==> config.mk <==
export PLATFORM = sky130hd
export DESIGN_NAME = base64url_stream_codec
export DESIGN_NICKNAME = d
export VERILOG_FILES = /design/src/hw/rtl/b64url_pkg.sv /design/src/hw/rtl/b64url_front.sv /design/src/hw/rtl/b64url_queue.sv /design/src/hw/rtl/b64url_back.sv /design/src/hw/rtl/base64url_stream_codec.sv
export SDC_FILE = /design/constraint.sdc
export NUM_CORES = 1
export LEC_CHECK = 0
export BUFFER_PORTS_ARGS = -buffer_cell sky130_fd_sc_hd__buf_2
export CELL_PAD_IN_SITES_DETAIL_PLACEMENT = 1
export CELL_PAD_IN_SITES_GLOBAL_PLACEMENT = 2
export CORE_ASPECT_RATIO = 0.75
export CORE_UTILIZATION = 39
export DETAILED_ROUTE_END_ITERATION = 7
export PLACE_DENSITY = 0.83
export SLEW_MARGIN = 10
export SYNTH_ARGS = -nofsm -noshare
export SYNTH_HDL_FRONTEND = slang
export SYNTH_SLANG_ARGS = --single-unit
==> constraint.sdc <==
create_clock -name i_clk -period 3.9 [get_ports i_clk]
set_input_delay 0.195 -clock i_clk [delete_from_list [all_inputs] [get_ports i_clk]]
set_output_delay 0.195 -clock i_clk [all_outputs]
set_load 0.01 [all_outputs]
==> src/hw/rtl/b64url_pkg.sv <==
package b64url_pkg;

    // one result item
    typedef struct packed {
        logic [7:0] data;
        logic       has_byte;
        logic       last;
        logic       error;
    } t_res;

    // one queue entry: the results caused by one input request
    typedef struct packed {
        logic two;
        t_res r0;
        t_res r1;
    } t_entry;

    // configuration write toward the front
    typedef struct packed {
        logic wr;
        logic mode;
    } t_cfg;

    typedef enum logic [1:0] {
        POS_FIRST,
        POS_SECOND,
        POS_THIRD,
        POS_FOURTH
    } t_pos;

    localparam logic MODE_ENCODE = 1'b0;
    localparam logic MODE_DECODE = 1'b1;

    localparam int unsigned CFG_ADDR_W   = 3;
    localparam logic        CFG_IDX_MODE = 1'b0;

    // six-bit value to url-safe alphabet character
    function automatic logic [7:0] enc_char(input logic [5:0] six);
        logic [7:0] wide;
        logic [7:0] ch;
        wide = {2'b00, six};
        if (six < 6'd26) begin
            ch = 8'h41 + wide;
        end else if (six < 6'd52) begin
            ch = 8'h61 + wide - 8'd26;
        end else if (six < 6'd62) begin
            ch = 8'h30 + wide - 8'd52;
        end else if (six == 6'd62) begin
            ch = 8'h2D;
        end else begin
            ch = 8'h5F;
        end
        return ch;
    endfunction

    // character to {valid, six-bit value}; both url-safe and standard symbols accepted
    function automatic logic [6:0] dec_char(input logic [7:0] ch);
        logic [7:0] val;
        logic       ok;
        val = 8'd0;
        ok  = 1'b1;
        if (ch >= 8'h41 && ch <= 8'h5A) begin
            val = ch - 8'h41;
        end else if (ch >= 8'h61 && ch <= 8'h7A) begin
            val = ch - 8'h61 + 8'd26;
        end else if (ch >= 8'h30 && ch <= 8'h39) begin
            val = ch - 8'h30 + 8'd52;
        end else if (ch == 8'h2D || ch == 8'h2B) begin
            val = 8'd62;
        end else if (ch == 8'h5F || ch == 8'h2F) begin
            val = 8'd63;
        end else begin
            ok = 1'b0;
        end
        return {ok, val[5:0]};
    endfunction

endpackage

==> src/hw/rtl/b64url_front.sv <==
module b64url_front
    import b64url_pkg::*;
(
    input  logic       i_clk,
    input  logic       i_rst_n,
    input  t_cfg       i_cfg,
    input  logic       i_valid,
    input  logic [7:0] i_byte,
    input  logic       i_last,
    input  logic       i_room,
    output logic       o_ready,
    output logic       o_push,
    output t_entry     o_entry,
    output logic       o_mode
);

    logic        r_mode;
    t_pos        r_pos;
    logic [17:0] r_acc;
    logic        r_stopped;

    t_pos        n_pos;
    logic [17:0] n_acc;
    logic        n_stopped;

    logic        accept;
    logic [1:0]  cnt;
    t_res        res_a;
    t_res        res_b;
    logic        dec_ok;
    logic [5:0]  dec_val;
    logic        err;
    logic [5:0]  grp_a;
    logic [5:0]  grp_b;
    logic [5:0]  grp_c;

    assign o_ready = i_room;
    assign accept  = i_valid & i_room;
    assign o_mode  = r_mode;

    assign {dec_ok, dec_val} = dec_char(i_byte);
    assign grp_a = r_acc[17:12];
    assign grp_b = r_acc[11:6];
    assign grp_c = r_acc[5:0];

    always_comb begin
        n_pos     = r_pos;
        n_acc     = r_acc;
        n_stopped = r_stopped;
        cnt       = 2'd0;
        res_a     = '0;
        res_b     = '0;

        if (r_mode == MODE_ENCODE) begin
            case (r_pos)
                POS_FIRST: begin
                    res_a.data = enc_char(i_byte[7:2]);
                    n_acc      = {16'd0, i_byte[1:0]};
                    n_pos      = POS_SECOND;
                    cnt        = 2'd1;
                    if (i_last) begin
                        res_b.data = enc_char({i_byte[1:0], 4'd0});
                        cnt        = 2'd2;
                    end
                end
                POS_SECOND: begin
                    res_a.data = enc_char({r_acc[1:0], i_byte[7:4]});
                    n_acc      = {14'd0, i_byte[3:0]};
                    n_pos      = POS_THIRD;
                    cnt        = 2'd1;
                    if (i_last) begin
                        res_b.data = enc_char({i_byte[3:0], 2'd0});
                        cnt        = 2'd2;
                    end
                end
                default: begin
                    res_a.data = enc_char({r_acc[3:0], i_byte[7:6]});
                    res_b.data = enc_char(i_byte[5:0]);
                    cnt        = 2'd2;
                    n_acc      = '0;
                    n_pos      = POS_FIRST;
                end
            endcase
        end else if (!r_stopped) begin
            case (r_pos)
                POS_FIRST: begin
                    if (!dec_ok) begin
                        n_stopped = 1'b1;
                    end else begin
                        n_acc = {dec_val, 12'd0};
                        n_pos = POS_SECOND;
                    end
                end
                POS_SECOND: begin
                    if (!dec_ok) begin
                        n_stopped = 1'b1;
                    end else begin
                        res_a.data = {grp_a, dec_val[5:4]};
                        cnt        = 2'd1;
                        n_acc      = {grp_a, dec_val, 6'd0};
                        n_pos      = POS_THIRD;
                    end
                end
                POS_THIRD: begin
                    // a bad third character stands in as 0b000011
                    if (dec_ok) begin
                        res_a.data = {grp_b[3:0], dec_val[5:2]};
                        cnt        = 2'd1;
                        n_acc      = {grp_a, grp_b, dec_val};
                    end else begin
                        n_acc = {grp_a, grp_b, 6'd3};
                    end
                    n_pos = POS_FOURTH;
                end
                default: begin
                    if (dec_ok) begin
                        res_a.data = {grp_c[1:0], dec_val};
                        cnt        = 2'd1;
                    end
                    n_acc = '0;
                    n_pos = POS_FIRST;
                end
            endcase
        end

        res_a.has_byte = (cnt != 2'd0);
        res_b.has_byte = (cnt == 2'd2);
        err = (r_mode == MODE_DECODE) & n_stopped;

        if (i_last) begin
            case (cnt)
                2'd0: begin
                    res_a.data     = 8'd0;
                    res_a.has_byte = 1'b0;
                    res_a.last     = 1'b1;
                    res_a.error    = err;
                    cnt            = 2'd1;
                end
                2'd1: begin
                    res_a.last  = 1'b1;
                    res_a.error = err;
                end
                default: begin
                    res_b.last  = 1'b1;
                    res_b.error = err;
                end
            endcase
            n_pos     = POS_FIRST;
            n_acc     = '0;
            n_stopped = 1'b0;
        end
    end

    assign o_push        = accept & (cnt != 2'd0);
    assign o_entry.two   = (cnt == 2'd2);
    assign o_entry.r0    = res_a;
    assign o_entry.r1    = res_b;

    always_ff @(posedge i_clk) begin
        if (!i_rst_n) begin
            r_mode    <= MODE_ENCODE;
            r_pos     <= POS_FIRST;
            r_acc     <= '0;
            r_stopped <= 1'b0;
        end else if (i_cfg.wr) begin
            r_mode    <= i_cfg.mode;
            r_pos     <= POS_FIRST;
            r_acc     <= '0;
            r_stopped <= 1'b0;
        end else if (accept) begin
            r_pos     <= n_pos;
            r_acc     <= n_acc;
            r_stopped <= n_stopped;
        end
    end

endmodule

==> src/hw/rtl/b64url_queue.sv <==
module b64url_queue
    import b64url_pkg::*;
#(
    parameter int DEPTH = 4
) (
    input  logic   i_clk,
    input  logic   i_rst_n,
    input  logic   i_push,
    input  t_entry i_entry,
    input  logic   i_pop,
    output t_entry o_entry,
    output logic   o_empty,
    output logic   o_full
);

    localparam int PTR_W = (DEPTH > 1) ? $clog2(DEPTH) : 1;
    localparam int CNT_W = $clog2(DEPTH + 1);

    t_entry             r_mem [DEPTH];
    logic [PTR_W-1:0]   r_wr;
    logic [PTR_W-1:0]   r_rd;
    logic [CNT_W-1:0]   r_cnt;

    logic [PTR_W-1:0]   n_wr;
    logic [PTR_W-1:0]   n_rd;
    logic               do_push;
    logic               do_pop;

    assign o_empty = (r_cnt == '0);
    assign o_full  = (r_cnt == CNT_W'(DEPTH));
    assign o_entry = r_mem[r_rd];
    assign do_push = i_push & ~o_full;
    assign do_pop  = i_pop & ~o_empty;

    assign n_wr = (r_wr == PTR_W'(DEPTH - 1)) ? '0 : r_wr + 1'b1;
    assign n_rd = (r_rd == PTR_W'(DEPTH - 1)) ? '0 : r_rd + 1'b1;

    always_ff @(posedge i_clk) begin
        if (do_push) begin
            r_mem[r_wr] <= i_entry;
        end
    end

    always_ff @(posedge i_clk) begin
        if (!i_rst_n) begin
            r_wr  <= '0;
            r_rd  <= '0;
            r_cnt <= '0;
        end else begin
            if (do_push) begin
                r_wr <= n_wr;
            end
            if (do_pop) begin
                r_rd <= n_rd;
            end
            case ({do_push, do_pop})
                2'b10:   r_cnt <= r_cnt + 1'b1;
                2'b01:   r_cnt <= r_cnt - 1'b1;
                default: r_cnt <= r_cnt;
            endcase
        end
    end

endmodule

==> src/hw/rtl/b64url_back.sv <==
module b64url_back
    import b64url_pkg::*;
(
    input  logic   i_clk,
    input  logic   i_rst_n,
    input  logic   i_empty,
    input  t_entry i_entry,
    output logic   o_pop,
    input  logic   i_out_ready,
    output logic   o_out_valid,
    output t_res   o_res
);

    logic r_valid;
    t_res r_out;
    logic r_hold_v;
    t_res r_hold;

    logic load;

    // the output register takes a new result when empty or being drained
    assign load  = ~r_valid | i_out_ready;
    assign o_pop = load & ~r_hold_v & ~i_empty;

    assign o_out_valid = r_valid;
    assign o_res       = r_out;

    always_ff @(posedge i_clk) begin
        if (!i_rst_n) begin
            r_valid  <= 1'b0;
            r_hold_v <= 1'b0;
        end else if (load) begin
            r_valid <= r_hold_v | ~i_empty;
            if (r_hold_v) begin
                r_hold_v <= 1'b0;
            end else if (!i_empty) begin
                r_hold_v <= i_entry.two;
            end
        end
    end

    always_ff @(posedge i_clk) begin
        if (load) begin
            if (r_hold_v) begin
                r_out <= r_hold;
            end else if (!i_empty) begin
                r_out  <= i_entry.r0;
                r_hold <= i_entry.r1;
            end
        end
    end

endmodule

==> src/hw/rtl/base64url_stream_codec.sv <==
// base64url codec (url-safe alphabet, no padding) on a byte stream. codec_mode
// at byte address 0 selects encode (0) or decode (1); writing it also restarts
// the stream, so write it only while no request is in flight. encode turns each
// three bytes into four characters and flushes a partial group as two or three
// characters on the request marked tlast. decode takes A-Z a-z 0-9 - _ + / and
// emits each byte as soon as its bits are known; a bad first or second
// character of a group silences the rest of the stream and its closing result
// carries the error flag. the final result of a stream always has tlast set and
// may carry no byte. an input request is taken every cycle while the result
// queue has room, and the output side delivers one result per cycle while the
// master side is ready, so encode, with four characters for every three input
// bytes, is limited by the output port and decode runs at one character per
// cycle. the results of a request enter the queue at the edge that takes it,
// and show on the master side once the output register loads them from it.
module base64url_stream_codec
    import b64url_pkg::*;
#(
    parameter int QUEUE_DEPTH = 4
) (
    input  logic                  i_clk,
    input  logic                  i_rst_n,

    // input stream
    input  logic                  s_axis_tvalid,
    output logic                  s_axis_tready,
    input  logic [7:0]            s_axis_tdata,   // [7:0] in_byte
    input  logic                  s_axis_tlast,

    // output stream
    output logic                  m_axis_tvalid,
    input  logic                  m_axis_tready,
    output logic [7:0]            m_axis_tdata,   // [7:0] out_byte
    output logic [1:0]            m_axis_tuser,   // [0] out_has_byte, [1] out_error
    output logic                  m_axis_tlast,

    // register port
    input  logic                  psel,
    input  logic                  penable,
    input  logic                  pwrite,
    input  logic [CFG_ADDR_W-1:0] paddr,
    input  logic [31:0]           pwdata,
    output logic [31:0]           prdata,
    output logic                  pready
);

    t_cfg   cfg;
    logic   mode;
    logic   reg_sel;
    logic   push;
    t_entry wr_entry;
    t_entry rd_entry;
    logic   q_empty;
    logic   q_full;
    logic   pop;
    t_res   res;

    // register decode: one register, index taken from the word address
    assign pready   = 1'b1;
    assign reg_sel  = (paddr[CFG_ADDR_W-1:2] == CFG_IDX_MODE);
    assign cfg.wr   = psel & penable & pwrite & pready & reg_sel;
    assign cfg.mode = pwdata[0];
    assign prdata   = reg_sel ? {31'd0, mode} : 32'd0;

    // front: accepts requests, tracks group position, builds up to two results
    b64url_front u_front (
        .i_clk   (i_clk),
        .i_rst_n (i_rst_n),
        .i_cfg   (cfg),
        .i_valid (s_axis_tvalid),
        .i_byte  (s_axis_tdata),
        .i_last  (s_axis_tlast),
        .i_room  (~q_full),
        .o_ready (s_axis_tready),
        .o_push  (push),
        .o_entry (wr_entry),
        .o_mode  (mode)
    );

    // queue of per-request result pairs between front and back
    b64url_queue #(
        .DEPTH (QUEUE_DEPTH)
    ) u_queue (
        .i_clk   (i_clk),
        .i_rst_n (i_rst_n),
        .i_push  (push),
        .i_entry (wr_entry),
        .i_pop   (pop),
        .o_entry (rd_entry),
        .o_empty (q_empty),
        .o_full  (q_full)
    );

    // back: serializes the pairs into one result per cycle while the output is ready
    b64url_back u_back (
        .i_clk       (i_clk),
        .i_rst_n     (i_rst_n),
        .i_empty     (q_empty),
        .i_entry     (rd_entry),
        .o_pop       (pop),
        .i_out_ready (m_axis_tready),
        .o_out_valid (m_axis_tvalid),
        .o_res       (res)
    );

    assign m_axis_tdata = res.data;
    assign m_axis_tuser = {res.error, res.has_byte};
    assign m_axis_tlast = res.last;

endmodule

==> results.ini, run 1 <==
[final_layout]
diodes=0
nNetsFinal=1012
synthToLayoutAreaGrowth_pct=12.6
num-fill-cells=2531
drive_gt1_share_pct=17.6

[clock_tree]
clk_pin_slew_worst_paths_ps=60
htree_levels=4
cts_tree=yes
clock_sinks=143
clock_latency_ps=420
hold_buffers=0
cts_resized=0
cts_root_buf=clkbuf_16
clk_path_buf_depth=2
cts_made_buffers=17
post_cts_buffers=0

[floorplanning]
start_util_pct=40.4
row_count=47
coreArea_um2=22500
die_w_um=178
ios=97
die_h_um=134
die-area_um2=23900

[power_and_ir_drop]
p_per_area_nw_per_um2=512
total_leakage_power_nw=3.72
total_power_w=0.00524
ir_worst_vdd_uv=301

[sta]
setup_viol=0
worst_slack_ps=688
drv_slew=0
final-hold-violation-count=0
max_clock_freq_mhz=311
tns_ps=0
whs_ps=54.1
post-route-period-util_pct=82.3
worst_pin_slew_ps=1160
finClkSkew_ps=14.5
rsz0062_at_grt=false
slew_headroom_pct=21.9
period_minus_slack_ps=3210

[critical_path]
path_class=in2reg
critPathRequiredTime_ps=4240
critPathArrivalTime_ps=3550
cp-start-kind=input pin
worstPathMaxFanout=5
end_kind=register

[logic_synthesis]
avgSynthCellArea_um2=10.5
yosysSeqAreaShare_pct=44.1
ys.flop_type=edfxtp_1
netlist_area_um2=9080
postSynth.asyncResetShare_pct=0
synth_cell_type_count=76
syn_inst=869
ys_ff_latch=143
synth_edf_count=114
yosys_warnings=0

[outcome]
status=finished clean

[grt]
track_usage_pct=23.7
grt_max_degree=37
grt_pass1_wl_mm=42.8
antenna_found_initial=0
grt_pass1_vias=7160
grt_remaining_overflow=0

[placed_design]
post-place-ws_ps=255
place_congestion=0.844
io_buffers=31
dp_hpwl_mm=20.0

[min_path]
hold_path_class=in2reg

[flow_run]
drv_cap=0

[routing]
routed_wl_mm=27.7
wire_per_inst_um=22.7
via_count=7294
routed_via_density=5.96
drc=0
drt-pass1-iter-count=5
ant_nets=0
drtIter0Drc=684

where the power goes:
part	internal (W)	switching [W]
combinational	0.000574	0.000824
clock	0.000916	0.000715
sequential	0.00203	0.000176
total	0.00352	0.00171
layout by cell type, fill, tap and decap left out, drive strengths merged, types with 9 or more instances in the layout:
cell type / count
nor2: 54
a31oi: 14
a21oi: 57
nand2: 61
and2: 12
o211ai: 11
ha: 43
nand3: 30
conb: 36
a211oi: 16
clkbuf: 17
mux2: 13
buf: 82
a21o: 13
nor3: 19
clkinv: 9
xnor2: 21
edfxtp: 114
nand2b: 10
o21ai: 46
inv: 37
dfxtp: 29
mux4: 23
nor2b: 15
sequential cells by signal, summed over array words and instances, names as in the netlist, named ones only:
name / count
u_back.o_out_valid: 1
u_back.o_res: 11
u_back.r_hold: 11
u_back.r_hold_v: 1
u_front.o_mode: 1
u_front.r_acc: 14
u_front.r_pos: 2
u_front.r_stopped: 1
u_queue.r_cnt: 3
u_queue.r_mem: 92
u_queue.r_rd: 2
u_queue.r_wr: 2
worst max-delay path, cell delays in order:
cell      delay, ps
buf_2           100
inv_1            50
ha_1            240
nand2b_1        160
ha_1            240
nor2b_1         180
o31a_1          270
a22oi_2         140
a211oi_1        330
buf_4           180
nor2_1           40
nor2_1          260
inv_1           150
ha_1            230
inv_1            70
fa_1            170
xor2_1           70
or3_1           300
a21boi_0        150
stage by stage:
stage	utilization (%)	instances	cell area, um2
after global placement	42.9	1192	9640
after floorplan	-	903	9210
after global routing	45.5	1224	10200
after detailed placement	42.9	1192	9640
final	45.5	1224	10200
after CTS	45.5	1224	10200
layer usage:
metal  routed length (um)  share of wire, %  GRT usage (%)  up-vias
met5                    0                 0              0        -
met4                  235              0.85           4.80        0
met3                 1970               7.1           4.00       23
met2                11900                43           34.1      272
met1                13600                49           37.1     3668
li1                     -                 -              -     3331
layout make-up:
type | count | area [um2] | share of cell area, %
timing repair buffer | 82 | 538 | 5.26
tap | 294 | 368 | 3.60
sequential | 143 | 4000 | 39.1
multi-input combinational | 641 | 4610 | 45.0
clock buffer | 17 | 425 | 4.16
inverter | 32 | 120 | 1.17
clock inverter | 15 | 171 | 1.68
Yosys cell counts, types with 14 or more instances:
master    number  share of area, %
dfxtp_1       29               6.4
nand3_1       30               1.7
a31oi_1       14              0.96
nor3_1        19               1.0
nor2b_1       15               1.0
buf_4         34               2.8
a211oi_1      16               1.3
xnor2_1       21               2.0
mux4_2        23               5.7
nand2_1       61               2.5
a21oi_1       56               3.1
clkbuf_1      46               1.9
nor2_1        54               2.2
inv_1         27               1.1
o21ai_0       45               2.5
edfxtp_1     114                38
ha_1          43               5.9
cells by family (layout without fill, tap and decap cells):
group | after synthesis | count (layout) | synth area share [%]
buffers and inverters | 119 | 146 | 6.69
and+or+nand+nor | 241 | 241 | 13.3
muxes | 44 | 44 | 8.19
AOI/OAI and AO/OA | 253 | 253 | 19.3
adders and majority gates | 44 | 44 | 6.14
other | 2 | 36 | 0.0827
xor gates and xnor gates | 23 | 23 | 2.22
DFF | 143 | 143 | 44.1
worst paths after layout:
path,cells past startpoint,to,slack [ps],startpoint
setup / recovery,19,u_queue.r_cnt[2]$_SDFFE_PN0P_,690,s_axis_tdata[0]
setup reg to reg,9,u_queue.r_mem[3][16]$_DFFE_PP_,780,u_front.r_acc[1]$_SDFFE_PP0P_
hold reg to reg,2,u_front.r_acc[7]$_SDFFE_PP0P_,470,u_front.r_acc[7]$_SDFFE_PP0P_
hold / removal,3,u_front.o_mode$_SDFFE_PN0P_,50,pwdata[0]
No activity file was read; power rests on OpenSTA's default activity.
==> inputs of run 2 (changes only) <==
--- a/config.mk
+++ b/config.mk
@@ -9,9 +9,9 @@
 export CELL_PAD_IN_SITES_DETAIL_PLACEMENT = 1
 export CELL_PAD_IN_SITES_GLOBAL_PLACEMENT = 2
 export CORE_ASPECT_RATIO = 0.75
-export CORE_UTILIZATION = 39
+export CORE_UTILIZATION = 35
 export DETAILED_ROUTE_END_ITERATION = 7
-export PLACE_DENSITY = 0.83
+export PLACE_DENSITY = 0.79
 export SLEW_MARGIN = 10
 export SYNTH_ARGS = -nofsm -noshare
 export SYNTH_HDL_FRONTEND = slang
==> constraint.sdc (replaced) <==
create_clock -name i_clk -period 2.6 [get_ports i_clk]
set_input_delay 0.13 -clock i_clk [delete_from_list [all_inputs] [get_ports i_clk]]
set_output_delay 0.13 -clock i_clk [all_outputs]
set_load 0.01 [all_outputs]
==> run 2 against run 1 <==
Against the previous run:
- worst setup slack lost 680 ps
- routed wire length grew 7.1%
- non-clock buffer count rose by 118
- register-to-register slack worse by 680 ps
- critical path type unchanged
- largest cell class unchanged
- largest power group unchanged
==> results.ini, run 2 (synthesized netlist as in run 1, its figures left out) <==
[critical_path]
reg2reg_to=u_queue.r_mem[3][16]$_DFFE_PP_
path_class=in2reg
cp-start-kind=input pin
critPathArrivalTime_ps=2940  ; -610 ps
reg2reg_from=u_front.r_acc[0]$_SDFFE_PP0P_
worstPathMaxFanout=5  ; unchanged
end_kind=register
r2r_setup_slack_ps=100  ; -680 ps
critPathRequiredTime_ps=2950  ; -1290 ps
reg2reg_depth=11  ; +2

[placed_design]
dpl_cell_area_um2=10700  ; +11%
place_congestion=0.926  ; +9.6%
dp_hpwl_mm=22.0  ; +10%
post-place-ws_ps=-596  ; -851 ps
io_buffers=31  ; unchanged
dp.cells=1351  ; +13%

[clock_tree]
htree_levels=4  ; unchanged
clock_latency_ps=420  ; about the same
cts_made_buffers=17  ; unchanged
clock_sinks=143  ; unchanged
clk_pin_slew_worst_paths_ps=60  ; about the same
clk_path_buf_depth=2  ; unchanged
cts_root_buf=clkbuf_16
cts_tree=yes

[final_layout]
drive_gt1_share_pct=30.8  ; +13 points
largest_reg_flops=92  ; unchanged
nNetsFinal=1130  ; +12%
synthToLayoutAreaGrowth_pct=26.8
diodes=0  ; unchanged
reg_top3=u_queue.r_mem: 92 flops, u_front.r_acc: 14 flops
final_cell_mix=162 x buf_4, 114 x edfxtp_1, 61 x nand2_1, 55 x a21oi_1, 53 x nor2_1
regMostFlops=u_queue.r_mem
final_cells=1386  ; +13%
final_area_um2=11500  ; +13%
final_common_cell=buf_4

[outcome]
status=finished clean

[sta]
final-hold-violation-count=0  ; unchanged
worst_slack_ps=11.5  ; -677 ps
finClkSkew_ps=10.8  ; -3.73 ps
whs_ps=42.9  ; -11.2 ps
post-route-period-util_pct=99.6
worst_pin_slew_ps=981  ; -184 ps
rsz0062_at_grt=true
period_minus_slack_ps=2590
drv_slew=0  ; unchanged
slew_headroom_pct=34.3  ; +12 points
setup_viol=0  ; unchanged
max_clock_freq_mhz=386

[grt]
grt_pass1_wl_mm=46.2  ; +7.9%
antenna_found_initial=0  ; unchanged
track_usage_pct=22.6  ; -1.1 points
grt_remaining_overflow=0  ; unchanged
grt_pass1_vias=7889  ; +10%
grt_max_degree=36  ; -2.7%

[routing]
wire_per_inst_um=21.4  ; -5.4%
via_count=7708  ; +5.7%
ant_nets=0  ; unchanged
drt-pass1-iter-count=5  ; unchanged
drc=0  ; unchanged
routed_via_density=5.56  ; -6.7%
routed_wl_mm=29.7  ; +7.1%
drtIter0Drc=505  ; -26%

[power_and_ir_drop]
p_per_area_nw_per_um2=717  ; +40%
ir_worst_vdd_uv=565  ; +88%
total_leakage_power_nw=4.33  ; +17%

[floorplanning]
die_w_um=188  ; +5.5%
row_count=50  ; +6.4%
start_util_pct=36.0  ; -4.4 points
ios=97  ; unchanged
die-area_um2=26600  ; +11%
die_h_um=142  ; +5.5%
coreArea_um2=25200  ; +12%

[flow_run]
drv_cap=0  ; unchanged

[min_path]
hold_depth=4  ; +1
min_to=u_back.o_out_valid$_SDFFE_PN0N_
hold_path_class=in2reg
hold_path.startpoint=m_axis_tready

run 2: worst max-delay path by stage:
stage	from	depth (start not counted)	slack, ps	end
after floorplan	s_axis_tdata[0]	19	-490	u_queue.r_cnt[2]$_SDFFE_PN0P_
after global placement	s_axis_tdata[2]	16	-540	u_queue.r_cnt[2]$_SDFFE_PN0P_
after detailed placement	s_axis_tdata[7]	17	-600	u_queue.r_cnt[2]$_SDFFE_PN0P_
after CTS	s_axis_tdata[3]	18	-60	u_queue.r_cnt[2]$_SDFFE_PN0P_
after global routing	s_axis_tdata[2]	17	-150	u_queue.r_cnt[2]$_SDFFE_PN0P_
final	s_axis_tdata[2]	17	10	u_queue.r_cnt[2]$_SDFFE_PN0P_
run 2: layer usage:
metal / vias to the layer above / wire length [um] / global-route usage, %
li1: 3569 / - / -
met1: 3892 / 14400 / 32.3
met2: 210 / 13400 / 35.7
met3: 37 / 1460 / 3.51
met4: 0 / 448 / 5.61
met5: - / 0 / 0
run 2: timing repair:
item	4_1_cts	5_1_grt
endpoints found under the setup margin	10	35
hold buffers	1	0
pin swaps	2	7
setup buffers	1	1
endpoints found under the hold margin	1	0
gates resized for setup	5	44
run 2: cell type report:
type | count | area [um2]
Clock buffer | 18 | 429
Timing Repair Buffer | 200 | 1510
Inverter | 32 | 135
Clock inverter | 14 | 180
Tap cell | 338 | 423
Fill cell | 2815 | 13700
Sequential cell | 143 | 4010
Multi-Input combinational cell | 641 | 4830
run 2: worst max-delay path, stage by stage:
cell      delay [ps]
buf_2            130
inv_4            100
buf_4            150
ha_4             160
a211oi_2          60
o31a_1           340
a22oi_2          270
a211oi_2         160
nor2_1           160
nor2_2            70
inv_2            110
ha_4             140
inv_2             40
fa_2             320
xor2_1           150
or3_1            310
a21boi_1         120
run 2: metrics by stage:
step | util, % | TNS, ps | power [W]
finish | 45.7 | 0 | 0.00826
floorplan | - | -909 | 0.00473
global placement | 42.5 | -15320 | 0.00561
CTS | 45.0 | -55.9 | 0.00826
global route | 45.7 | -179 | 0.00862
detailed placement | 42.5 | -23840 | 0.00571
run 2: power breakdown:
group / switching, W / internal (W) / leakage [nW]
Clock: 0.00100 / 0.00153 / 0.293
Sequential: 0.000202 / 0.00305 / 1.29
Combinational: 0.00137 / 0.00111 / 2.75
==> inputs of run 3 (changes only) <==
--- a/config.mk
+++ b/config.mk
@@ -9,9 +9,11 @@
 export CELL_PAD_IN_SITES_DETAIL_PLACEMENT = 1
 export CELL_PAD_IN_SITES_GLOBAL_PLACEMENT = 2
 export CORE_ASPECT_RATIO = 0.75
+export CORE_MARGIN = 1.5
 export CORE_UTILIZATION = 35
 export DETAILED_ROUTE_END_ITERATION = 7
 export PLACE_DENSITY = 0.79
+export RECOVER_POWER = 100
 export SLEW_MARGIN = 10
 export SYNTH_ARGS = -nofsm -noshare
 export SYNTH_HDL_FRONTEND = slang
==> constraint.sdc (replaced) <==
create_clock -name i_clk -period 2.3 [get_ports i_clk]
set_input_delay 0.115 -clock i_clk [delete_from_list [all_inputs] [get_ports i_clk]]
set_output_delay 0.115 -clock i_clk [all_outputs]
set_load 0.01 [all_outputs]
==> run 3 against run 2 <==
Against the previous run:
- the flow now finishes with violations (negative setup slack)
- largest power group unchanged
- first-iteration DRC count is 31% higher
- hold slack improved by 8.2 ps
- final cell count grew 6.3%
- sequential power rose by 14%
- largest cell class unchanged
==> results.ini, run 3 (synthesized netlist as in run 1, its figures left out) <==
[final_layout]
drive_gt1_share_pct=42.3  ; +11 points
final_util_pct=51.2  ; +5.5 points
nNetsFinal=1218  ; +7.8%
diodes=0  ; unchanged
final_cell_mix=230 x buf_4, 114 x edfxtp_1, 56 x nand2_1, 49 x nor2_1, 42 x a21oi_1
seq_area_um2=4010  ; about the same
synthToLayoutAreaGrowth_pct=42.2
final_common_cell=buf_4
multiInputGateArea_um2=5370  ; +11%
regMostFlops=u_queue.r_mem
reg_top3=u_queue.r_mem: 92 flops, u_front.r_acc: 14 flops
num-fill-cells=2743  ; -2.6%
largest_reg_flops=92  ; unchanged

[routing]
routed_wl_mm=35.9  ; +21%
drt-pass1-iter-count=6  ; +1
routed_via_density=5.73  ; +3.1%
wire_per_inst_um=24.4  ; +14%
via_count=8450  ; +9.6%
drc=0  ; unchanged
ant_nets=0  ; unchanged
drtIter0Drc=660  ; +31%

[critical_path]
reg2reg_to=u_queue.r_mem[3][16]$_DFFE_PP_
r2r_setup_slack_ps=-50  ; -150 ps
worstPathMaxFanout=4  ; -1
cp_cell_sequence=buf_8 -> inv_6 -> buf_6 -> ha_4 -> nand2b_4 -> ha_4 -> nor2b_4 -> buf_4 -> buf_4 -> o31ai_2 -> o211ai_1 -> buf_4 -> o21ai_1 -> a22o_1 -> buf_4 -> a21oi_1 -> a32o_2
critPathRequiredTime_ps=2470  ; -480 ps
reg2reg_from=u_front.r_acc[0]$_SDFFE_PP0P_
path_class=in2reg
crit_buf_inv=7  ; +2
critPathTopFamily=compound AO/OA/AOI/OAI gates
end_kind=register
cp-start-kind=input pin
crit_start=s_axis_tdata[2]
crit_top_cell=buf_4
cp_slowest_cell=o31ai_2
reg2reg_depth=10  ; -1
critPathMaxStageDelay_ps=320  ; -20 ps
critPathArrivalTime_ps=2680  ; -260 ps

[floorplanning]
die_w_um=189  ; +0.53%
die-area_um2=26900  ; +1.2%
row_count=50  ; unchanged
coreArea_um2=25200  ; unchanged
die_h_um=143  ; +0.71%
ios=97  ; unchanged
start_util_pct=36.0  ; unchanged

[power_and_ir_drop]
total_power_w=0.0100  ; +21%
pwr-share-comb_pct=33.3  ; +3.3 points
ir_worst_vdd_uv=506  ; -10%
total_leakage_power_nw=4.87  ; +12%
clockPowerShare_pct=29.5  ; -1.1 points
p_per_area_nw_per_um2=776  ; +8.2%
p_seq_share_pct=37.1  ; -2.2 points
switching_share_pct=33.9  ; +2.7 points
intPower_w=0.00663  ; +17%
p_sw_w=0.00340  ; +32%

[sta]
setup_viol=53  ; +53
worst_pin_slew_ps=1040  ; +54.1 ps
rsz0062_at_grt=true
max_clock_freq_mhz=400
finClkSkew_ps=17.6  ; +6.78 ps
period_minus_slack_ps=2500
final-hold-violation-count=0  ; unchanged
drv_slew=0  ; unchanged
worst_slack_ps=-203  ; -215 ps
whs_ps=51.1  ; +8.17 ps
slew_headroom_pct=30.7  ; -3.6 points
post-route-period-util_pct=109

[min_path]
hold_depth=2  ; -2
min_to=u_back.o_out_valid$_SDFFE_PN0N_
hold_path_class=in2reg
hold_path.startpoint=i_rst_n

[placed_design]
io_buffers=31  ; unchanged
place_congestion=0.881  ; -4.8%
dp_hpwl_mm=23.3  ; +5.9%

[grt]
grt_pass1_vias=8307  ; +5.3%
grt_remaining_overflow=0  ; unchanged
track_usage_pct=24.0  ; +1.4 points
grt_pass1_wl_mm=49.2  ; +6.7%
grt_max_degree=33  ; -8.3%
antenna_found_initial=0  ; unchanged

[clock_tree]
cts_root_buf=clkbuf_16
htree_levels=4  ; unchanged
clock_sinks=143  ; unchanged
cts_made_buffers=17  ; unchanged
clock_latency_ps=440  ; +20 ps
clk_pin_slew_worst_paths_ps=70  ; about the same
cts_tree=yes
clk_path_buf_depth=2  ; unchanged

[outcome]
status=finished, violations left
failed_checks=negative setup slack

[flow_run]
drv_cap=0  ; unchanged

## run 3: cell count changes in the layout (fill, tap and decap cells not counted), sizes merged
cell	delta
inv	+2
buf	+66
clkbuf	+21
clkinv	+1
clkinvlp	-1
bufinv	-1
## run 3: worst reg2reg max path: stages, from the launching register on
cell       delay, ps
dfxtp_4          400
inv_4             50
buf_4            160
ha_4             180
nand2b_4         150
buf_4            160
nor2_2           120
o311ai_2         130
a21oi_2          280
a2111oi_4         80
a311oi_4         410
## run 3: area by class of cell
class	count	area share, %
clock buffers	17	3.29
repair buffers	288	18.1
multi-input cells	641	41.6
flip-flops and latches	143	31.1
clock inverters	15	1.47
inverters	32	1.20
well taps	338	3.27
## run 3: worst max path at each step
stage	cells past startpoint	endpoint	slack, ps
2_1_floorplan	19	u_queue.r_cnt[2]$_SDFFE_PN0P_	-700
3_3_place_gp	17	u_queue.r_cnt[2]$_SDFFE_PN0P_	-830
3_5_place_dp	17	u_queue.r_cnt[2]$_SDFFE_PN0P_	-920
4_1_cts	19	u_queue.r_cnt[2]$_SDFFE_PN0P_	-190
5_1_grt	18	u_queue.r_cnt[2]$_SDFFE_PN0P_	-310
6_report	17	u_queue.r_mem[2][18]$_DFFE_PP_	-200
## run 3: power groups by stage
stage	Clock, W	Combinational (W)	Sequential [W]
floorplan	0	0.00173	0.00367
global placement	0	0.00282	0.00371
detailed placement	0	0.00291	0.00374
CTS	0.00294	0.00303	0.00370
global route	0.00307	0.00355	0.00376
finish	0.00296	0.00334	0.00372
## run 3: per-stage QoR
step	setup slack (ps)	cells	TNS, ps	area (um2)
floorplan	-702	903	-30300	9430
global placement	-825	1400	-73000	11200
detailed placement	-922	1400	-85500	11200
CTS	-190	1440	-212	12100
global route	-311	1474	-8760	12900
finish	-203	1474	-3190	12900
## run 3: repair_timing
item / CTS / global route
cloned: 0 / 11
gates resized for setup: 71 / 101
endpoints found under the hold margin: 1 / 0
setup buffers: 7 / 27
hold buffers: 1 / 0
pin swaps: 19 / 40
setup endpoints to repair: 125 / 137
## run 3: metal layers
layer / part of all wire, % / vias up / GRT usage [%] / wire length [um]
met4: 2.9 / 0 / 6.02 / 1030
met5: 0 / - / 0 / 0
met3: 6.1 / 77 / 3.60 / 2210
met1: 45 / 4289 / 33.8 / 16100
li1: - / 3757 / - / -
met2: 46 / 327 / 38.8 / 16600
